`config.mk`:
```
export PLATFORM = sky130hd
export DESIGN_NAME = vkt_muldiv
export DESIGN_NICKNAME = d
export VERILOG_FILES = /design/src/hdl/vkt_pkg.sv /design/src/hdl/vkt_muldiv.sv
export SDC_FILE = /design/constraint.sdc
export NUM_CORES = 1
export LEC_CHECK = 0
export BUFFER_PORTS_ARGS = -buffer_cell sky130_fd_sc_hd__buf_2
export CAP_MARGIN = 0
export CORE_MARGIN = 4
export CORE_UTILIZATION = 40
export CTS_CLUSTER_DIAMETER = 40
export CTS_CLUSTER_SIZE = 12
export DETAILED_ROUTE_END_ITERATION = 6
export GPL_TIMING_DRIVEN = 0
export PLACE_DENSITY = 0.62
export SKIP_CTS_REPAIR_TIMING = 1
export SLEW_MARGIN = 40
export SYNTH_ARGS = -nofsm -noshare
export SYNTH_HDL_FRONTEND = slang
export SYNTH_SLANG_ARGS = --single-unit
```
`constraint.sdc`:
```
create_clock -name clock -period 18.4 [get_ports clock]
set_clock_uncertainty 0.05 [all_clocks]
set_input_delay 0.92 -clock clock [delete_from_list [all_inputs] [get_ports clock]]
set_output_delay 0.92 -clock clock [all_outputs]
set_load 0.005 [all_outputs]
```
`src/hdl/vkt_pkg.sv`:
```
// ---------------------------------------------------------------------------
// vkt_pkg: shared types and constants for the turbulence filter bank
// Word types, request and status types of the multiply-divide unit, and filter constants.
// ---------------------------------------------------------------------------
`default_nettype none

package vkt_pkg;

   // Input word
   typedef struct packed {
      logic [22:0]        tau_horizontal;
      logic [22:0]        tau_vertical;
      logic [21:0]        gain_long;
      logic [21:0]        gain_lat;
      logic [21:0]        gain_vert;
      logic signed [31:0] noise_long;
      logic signed [31:0] noise_lat;
      logic signed [31:0] noise_vert;
   } req_word_type;

   // Result word
   typedef struct packed {
      logic signed [31:0] turb_long;
      logic signed [31:0] turb_lat;
      logic signed [31:0] turb_vert;
   } rsp_word_type;

   // Q16.16 constants, rounded to nearest
   localparam logic signed [63:0] Q_ONE     = 64'sd65536;
   localparam logic signed [63:0] C_LONG_A2 = 64'sd13022;
   localparam logic signed [63:0] C_LONG_A1 = 64'sd88932;
   localparam logic signed [63:0] C_LONG_B1 = 64'sd16384;
   localparam logic signed [63:0] C_LAT_D3  = 64'sd10086;
   localparam logic signed [63:0] C_LAT_D2  = 64'sd129460;
   localparam logic signed [63:0] C_LAT_D1  = 64'sd196333;
   localparam logic signed [63:0] C_LAT_N1  = 64'sd180080;
   localparam logic signed [63:0] C_LAT_N2  = 64'sd22269;
   localparam logic signed [63:0] BIG       = 64'sh7FFF_FFFF_FFFF_FFFF;

   // Request to the bit-serial multiply-divide unit
   typedef struct packed {
      logic               start;
      logic signed [63:0] a;
      logic signed [63:0] b;
      logic        [63:0] d;
   } md_req_type;

   // Status back from the unit
   typedef struct packed {
      logic               done;
      logic signed [63:0] q;
   } md_rsp_type;

   // Saturating add to +-(2^63-1)
   function automatic logic signed [63:0] sadd(input logic signed [63:0] a,
                                               input logic signed [63:0] b);
      logic signed [64:0] s;
      s = {a[63], a} + {b[63], b};
      if (s > $signed({1'b0, BIG})) return BIG;
      if (s < -$signed({1'b0, BIG})) return -BIG;
      return s[63:0];
   endfunction

   // Negate with the +-(2^63-1) bound
   function automatic logic signed [63:0] sneg(input logic signed [63:0] a);
      if (a < -BIG) return BIG;
      return -a;
   endfunction

endpackage

`default_nettype wire

```
`src/hdl/vkt_muldiv.sv`:
```
// ---------------------------------------------------------------------------
// vkt_muldiv: bit-serial multiply then divide
// Forms |a|*|b| one bit a cycle into 128 bits, then restoring division by d
// one quotient bit a cycle; truncates toward zero, saturates to 2^63-1.
// ---------------------------------------------------------------------------
`default_nettype none

module vkt_muldiv (
   input  wire logic               clock,
   input  wire logic               reset,
   input  wire vkt_pkg::md_req_type md_req,
   output vkt_pkg::md_rsp_type      md_rsp
);
   import vkt_pkg::*;

   typedef enum logic [3:0] {
      S_IDLE = 4'b0001,
      S_MUL  = 4'b0010,
      S_DIV  = 4'b0100,
      S_DONE = 4'b1000
   } state_type;

   state_type    state_ff, state_in;
   logic [6:0]   count_ff, count_in;
   logic [63:0]  mcand_ff, mcand_in;   // multiplicand, held
   logic [63:0]  mplier_ff, mplier_in; // multiplier, shifted right
   logic [127:0] prod_ff, prod_in;
   logic [63:0]  div_ff, div_in;
   logic [63:0]  rem_ff, rem_in;
   logic [63:0]  quo_ff, quo_in;
   logic         neg_ff, neg_in;
   logic         ovf_ff, ovf_in;
   logic [64:0]  trial;
   logic [64:0]  psum;
   logic [63:0]  mag;

   always_comb begin
      trial = {rem_ff, prod_ff[127]};
      psum = {1'b0, prod_ff[127:64]} + (mplier_ff[0] ? {1'b0, mcand_ff} : 65'd0);
      mag = ovf_ff ? 64'hFFFF_FFFF_FFFF_FFFF : quo_ff;
      if (mag > BIG) mag = BIG;
   end

   // Sequence the shift-add then shift-subtract passes
   always_comb begin
      state_in  = state_ff;
      count_in  = count_ff;
      mcand_in  = mcand_ff;
      mplier_in = mplier_ff;
      prod_in   = prod_ff;
      div_in    = div_ff;
      rem_in    = rem_ff;
      quo_in    = quo_ff;
      neg_in    = neg_ff;
      ovf_in    = ovf_ff;
      unique case (state_ff)
         S_IDLE: begin
            if (md_req.start) begin
               mcand_in  = md_req.a[63] ? 64'(-md_req.a) : md_req.a;
               mplier_in = md_req.b[63] ? 64'(-md_req.b) : md_req.b;
               neg_in    = md_req.a[63] ^ md_req.b[63];
               div_in    = (md_req.d == 64'd0) ? 64'd1 : md_req.d;
               prod_in   = '0;
               count_in  = '0;
               state_in  = S_MUL;
            end
         end
         S_MUL: begin
            // add the multiplicand into the high half when the multiplier's low bit is set, then shift right
            prod_in   = {psum, prod_ff[63:1]};
            mplier_in = mplier_ff >> 1;
            count_in  = count_ff + 7'd1;
            if (count_ff == 7'd63) begin
               state_in = S_DIV;
               count_in = '0;
            end
         end
         S_DIV: begin
            if (count_ff == 7'd0) begin
               // high half at or above divisor: quotient overflows
               ovf_in = (prod_ff[127:64] >= div_ff);
               rem_in = prod_ff[127:64];
               prod_in = {prod_ff[63:0], 64'd0};
               quo_in = '0;
               count_in = 7'd1;
            end else begin
               if (trial >= {1'b0, div_ff}) begin
                  rem_in = 64'(trial - {1'b0, div_ff});
                  quo_in = {quo_ff[62:0], 1'b1};
               end else begin
                  rem_in = trial[63:0];
                  quo_in = {quo_ff[62:0], 1'b0};
               end
               prod_in  = prod_ff << 1;
               count_in = count_ff + 7'd1;
               if (count_ff == 7'd64) state_in = S_DONE;
            end
         end
         S_DONE: state_in = S_IDLE;
         default: state_in = S_IDLE;
      endcase
   end

   always_ff @(posedge clock) begin
      if (reset) begin
         state_ff <= S_IDLE;
         count_ff <= '0;
      end else begin
         state_ff <= state_in;
         count_ff <= count_in;
      end
      mcand_ff  <= mcand_in;
      mplier_ff <= mplier_in;
      prod_ff   <= prod_in;
      div_ff    <= div_in;
      rem_ff    <= rem_in;
      quo_ff    <= quo_in;
      neg_ff    <= neg_in;
      ovf_ff    <= ovf_in;
   end

   assign md_rsp.done = (state_ff == S_DONE);
   assign md_rsp.q    = neg_ff ? -$signed(mag) : $signed(mag);

endmodule

`default_nettype wire

```
==> results of run 1 <==
stage by stage:
step | power (mW) | instance area [µm²] | util [%] | setup WS [ns] | instances
after floorplan | 1.91 | 32000 | - | 9.32 | 3374
after detailed placement | 2.20 | 34900 | 44.2 | 11.98 | 4696
after global placement | 2.20 | 34600 | 43.8 | 5.54 | 4681
after global routing | 4.02 | 38000 | 48.1 | 11.04 | 4857
final | 3.86 | 38000 | 48.1 | 11.52 | 4858
after CTS | 3.87 | 38000 | 48.0 | 11.30 | 4857
final cells by class:
type | count | area share (%)
Antenna cell | 1 | 0.00658
Buffer | 223 | 2.22
Clock buffer | 89 | 5.69
Clock inverter | 72 | 2.38
Inverter | 118 | 1.20
Multi-Input combinational cell | 2572 | 44.9
Sequential cell | 461 | 36.1
Tap cell | 1050 | 3.45
Timing Repair Buffer | 272 | 4.05
cells in the final DEF, fill, tap and decap left out, drive strengths merged, types with 26 or more instances in the layout:
cell	count
a22o	63
nor3	63
nand3	49
or3	40
edfxtp	450
o22ai	64
nor4	42
buf	285
and2	138
xnor2	140
nor2	224
nand4	55
a21o	81
nand2b	30
inv	132
o21ai	261
xor2	137
mux2i	70
clkbuf	299
ha	197
nand2	298
nor2b	26
clkinv	37
o31ai	56
a21oi	252
or4	27
a31oi	34
worst paths after layout:
path / cells past startpoint / endpoint / slack (ns) / startpoint
setup / recovery: 16 / md_rsp[62] / 11.52 / quo_ff[63]$_SDFFCE_PP0N_
hold / removal: 1 / mcand_ff[0]$_DFFE_PP_ / 0.46 / md_req[128]
setup reg to reg: 15 / prod_ff[127]$_DFFE_PP_ / 13.15 / mplier_ff[0]$_DFFE_PP_
hold reg to reg: 2 / mplier_ff[58]$_DFFE_PP_ / 0.47 / mplier_ff[59]$_DFFE_PP_
layer usage:
metal	track usage, %	up-vias	share of wire [%]
met2	38.0	1108	46
li1	-	13300	-
met3	3.63	193	7.5
met4	7.14	2	3.0
met1	32.8	13300	44
met5	0	-	0.013
power by group:
part / switching [mW] / internal [mW]
logic: 0.496 / 0.309
registers: 0.105 / 1.29
clock network: 0.595 / 1.07
total: 1.20 / 2.67
critical path: stages, from the launching register on:
cell      delay [ns]
edfxtp_1        0.54
or2_2           0.33
clkbuf_1        0.31
clkbuf_1        0.33
clkbuf_1        0.35
nor2_1          0.23
ha_1            0.23
nand2_1         0.10
or3_1           0.34
nor4_2          0.40
or3b_2          0.55
nand3b_1        0.29
nor3_1          0.52
nand2_1         0.17
o31ai_1         0.29
xor2_1          0.17
buf_2           0.13
registers in the layout, summed over array words and instances (netlist names):
| name | cells |
|---|---|
| prod_ff | 128 |
| div_ff | 64 |
| mcand_ff | 64 |
| mplier_ff | 64 |
| quo_ff | 64 |
| rem_ff | 64 |
| count_ff | 7 |
| state_ff | 4 |
| neg_ff | 1 |
| ovf_ff | 1 |
kinds of logic after synthesis:
logic type               after synthesis
AND/OR/NAND/NOR                     1049
AO/OA/AOI/OAI                        977
flip-flops                           461
buffers and inverters                341
XOR/XNOR                             277
adder cells (fa/ha/maj)              199
multiplexers                          70
==> impl_results.md, run 1 <==
* RSZ-0062 raised after global routing: false
* Synth cell types at 76
* Period minus WS final at 6.88 ns
* Synth Area in XOR/XNOR at 7.57%
* CTS Buffer Depth at 3
* Detailed-route DRC error count at 0
* Layout net count at 4128
* Gpl congestion at 0.943
* #FFs+latches synth at 461
* Clock sinks at 461
* Mux cell area share after synthesis at 2.19%
* Sum of negative setup slack at 0 ns
* Largest cells by area after synthesis: edfxtp_1 42%, ha_1 7.7%, o21ai_0 4.1%, a21oi_1 3.9%, xnor2_1 3.8%
* Post-synthesis cell area at 32000 µm²
* Slew headroom at a little under two fifths
* TritonCTS buffer count at 86
* CTS tree: built
* Status: completed
* Mapped Nets at ~3800
* Most common cell in the synthesized netlist: edfxtp_1
* Fin. Hold Viols at 0
* I/O pin total at 260
* CP Data Arrival Time at 5.91 ns
* Final setup violation count at 0
* Vias in the first global route at 26700
* Async S/R FF share, synth at 0%
* Port Buffers at 257
* Register Area at 13700 µm²
* Syn avg cell area at 9.49 µm²
* Core area at 79100 µm²
* Global-route wire length before repair at 157000 µm
* FILL cells at around 7600
* DRT iter0 DRCs at about 2300
* Required time of the worst setup path at 17.43 ns
* Worst-Margin Slew at 0.926 ns
* Clock Pin Slew Worst Setup and Hold Paths at 0.06 ns
* Largest net degree at the start of global routing at between 70 and 80
* Pwr per Cell Area at 102 nW/µm²
* Crit path max fanout at 10
* Setup crit start kind: flop
* Routed WL per cell at about 22 µm
* Area Overhead vs Synth at 18.7%
* Max cap viols at 0
* P_leak at approximately 15 nW
* DRT Pass-1 Iters at 6
* GRT Residual Overflow at 0
* Hpwl dp at 81000 µm
* WS Path Type: flop to output pin
* Top cell type by total area after synthesis: edfxtp_1
* Post-synthesis compound-gate area fraction at 19.2%
* Commonest cells in the netlist: 450 x edfxtp_1, 297 x nand2_1, 261 x o21ai_0
* Worst hold slack at ~0.46 ns
* Clk root buf: clkbuf_16
* Row count at 103
* Worst vdd ir at 0.0657 mV
* Sequential area share after synthesis at approximately 43%
* Synth Flop Type: edfxtp_1
* GRT Total Usage at 23.6%
* Synth Area in Simple Gates at 16.4%
* Largest family of logic cells by synthesized area: compound AO/OA/AOI/OAI gates
* Area share of fa/ha/maj cells after synthesis at 7.82%
* Routed Antenna Nets at 0
* Final Max Tran Viols at 0
* CTS H-Tree Depth at 3
* Via count at approximately 28000
* Fmax at approximately 150 MHz
* Synth top area share at 42.2%
* Die Y at between 200 and 300 µm
* Initial Util at about 40%
* Layout cell share with drive strength beyond 1 at 12.4%
* Via/cell ratio at 5.74
* Period Utilization, post-route at 37.4%
* Worst-Skew Late Latency at 0.66 ns
* Number of enable flip-flop cells after synthesis at 450
* Die X at 291 µm
* Area of the multi-input gates at 17100 µm²
* Warnings from Yosys at 0
* Die footprint at 84700 µm²
* Routed WL at 105000 µm
* Element type at the critical path end: output pin
* Initial antenna violation count at 2
* Synth Instances at approximately 3400
* Hold Crit Class: input pin to flop
Note: power is estimated with default switching activity, not from simulation.
==> run 2: changes to the inputs <==
clock period = 6.7 ns   (was 18.4 ns; I/O delays follow)
==> run 2 against run 1 <==
The flow now finishes with violations (design-rule violations). Critical path depth is 1 lower. Power grew to 2.7 times the previous value. Combinational power grew to 2.8 times the previous value. Design area is 3.0% higher. Register-to-register slack worse by 12 ns. Sequential power grew to 2.8 times the previous value. Largest power group unchanged. Clock power grew to 2.7 times the previous value. Critical endpoint is now md_rsp[56]. Global-route usage is 0.081 points higher. Cell count is 2.4% higher. Critical path type unchanged.
==> impl_results.md, run 2 (synthesis results as in run 1) <==
* Hold Crit Class: input pin to flop
* CP Data Arrival Time at 5.95 ns
* Fmax at 158 MHz
* Placed insts at 4695
* Commonest cells after routing, fill and taps aside: 450 x edfxtp_1, 296 x nand2_1, 261 x o21ai_0, 260 x buf_2, 252 x a21oi_1
* Final setup violation count at 0
* DRT iter0 DRCs at about 2500
* Initial antenna violation count at 3
* Row count at 103
* Fin. Hold Viols at 0
* I/O pin total at between 200 and 300
* GRT Total Usage at 23.7%
* Die footprint at 84700 µm²
* Routed WL at 106000 µm
* Die Y at 291 µm
* Via count at 28600
* Largest register FFs at 128
* Detailed-route DRC error count at 2
* Period minus WS final at around 6.3 ns
* Global-route wire length before repair at 157000 µm
* TritonCTS buffer count at 86
* CTS H-Tree Depth at 3
* Clock Pin Slew Worst Setup and Hold Paths at 0.05 ns
* Worst vdd ir at 0.175 mV
* Vias in the first global route at 26900
* Status: finished, violations left
* P_leak at 15.3 nW
* CTS tree: built
* Fin cells at a little under 5000
* Core area at 79100 µm²
* Final Max Tran Viols at 0
* Reg with most FFs: prod_ff
* Area Overhead vs Synth at 22.3%
* Failing checks: design-rule violations
* Period Utilization, post-route at 94.6%
* RSZ-0062 raised after global routing: false
* Required time of the worst setup path at 6.31 ns
* WS Path Type: flop to output pin
* Layout net count at 4244
* Routed WL per cell at 21.4 µm
* Initial Util at 40.5%
* Worst-Skew Late Latency at between 0.6 and 0.7 ns
* Commonest non-fill, non-tap cell in the layout: edfxtp_1
* Pwr Total at 10.6 mW
* GRT Residual Overflow at 0
* CTS Buffer Depth at 3
* Port Buffers at 257
* Crit path max fanout at 10
* Element type at the critical path end: output pin
* Die X at 291 µm
* Routed Antenna Nets at 0
* Largest net degree at the start of global routing at 73
* Max cap viols at 0
* Worst-Margin Slew at 0.912 ns
* Clock sinks at 461
* Clk root buf: clkbuf_16
* Slew headroom at 39.2%
* Layout cell share with drive strength beyond 1 at 11.9%
* Setup crit start kind: flop
* Gpl congestion at 0.936
* DRT Pass-1 Iters at 7
* Via/cell ratio at between 5 and 6
* Hpwl dp at around 80000 µm
* Pwr per Cell Area at 270 nW/µm²
-- run 2: changes by cell type in the layout (fill, tap and decap cells not counted), sizes merged, moves of 2 or more --
cell	delta
dlygate4sd3	+117
bufinv	-2
inv	-6
clkbuf	+3
clkinvlp	+7
clkinv	-4
diode	+2
-- run 2: power breakdown --
group	leakage (nW)	internal (mW)	switching [mW]
clock	1.42	2.87	1.64
sequential	4.40	3.54	0.288
combinational	9.50	0.886	1.36
-- run 2: final cells by class --
type,count,area (µm²)
diodes,3,7.51
plain buffers,223,846
clock buffers,92,2170
clock inverters,67,862
fillers,7451,40000
inverters,118,458
multi-input cells,2572,17100
flip-flops and latches,461,13700
well taps,1050,1310
repair buffers,388,2680
-- run 2: metal layers --
layer | GRT usage (%) | up-vias | share of wire, %
met5 | 0 | - | 0.012
met4 | 8.68 | 2 | 4.0
met3 | 4.26 | 231 | 8.6
met2 | 37.5 | 1242 | 45
met1 | 32.5 | 13600 | 43
li1 | - | 13500 | -
-- run 2: final timing paths --
check | start | endpoint | slack, ns | depth (start not counted)
setup reg to reg | mplier_ff[0]$_DFFE_PP_ | prod_ff[127]$_DFFE_PP_ | 1.63 | 15
hold / removal | md_req[175] | mcand_ff[47]$_DFFE_PP_ | 0.006 | 2
hold reg to reg | mplier_ff[59]$_DFFE_PP_ | mplier_ff[58]$_DFFE_PP_ | 0.47 | 2
setup / recovery | quo_ff[63]$_SDFFCE_PP0N_ | md_rsp[56] | 0.36 | 15
-- run 2: critical path, cell delays in order, from the launching register on --
cell      delay [ns]
edfxtp_1        0.56
or2_2           0.34
clkbuf_1        0.32
clkbuf_1        0.33
clkbuf_1        0.36
nor2_1          0.23
ha_1            0.21
nand2_1         0.09
or3_1           0.35
nor4_2          0.39
or3b_2          0.56
nand3b_1        0.29
o21ai_0         0.53
o21ai_0         0.23
xnor2_1         0.33
buf_2           0.18
-- run 2: stage by stage --
| step | TNS [ns] | cell area (µm²) | utilization [%] | hold WS, ns | worst slack (ns) |
|---|---|---|---|---|---|
| 6_report | 0 | 39200 | 49.5 | 0.00649 | 0.361 |
| 5_1_grt | 0 | 39100 | 49.5 | 0.00332 | 0.0588 |
| 4_1_cts | 0 | 38000 | 48.0 | -0.172 | 0.162 |
| 3_5_place_dp | 0 | 34900 | 44.1 | 0.459 | 0.839 |
| 3_3_place_gp | -106.44 | 34600 | 43.8 | 0.451 | -1.38 |
| 2_1_floorplan | 0 | 32000 | - | 0.357 | 0.695 |
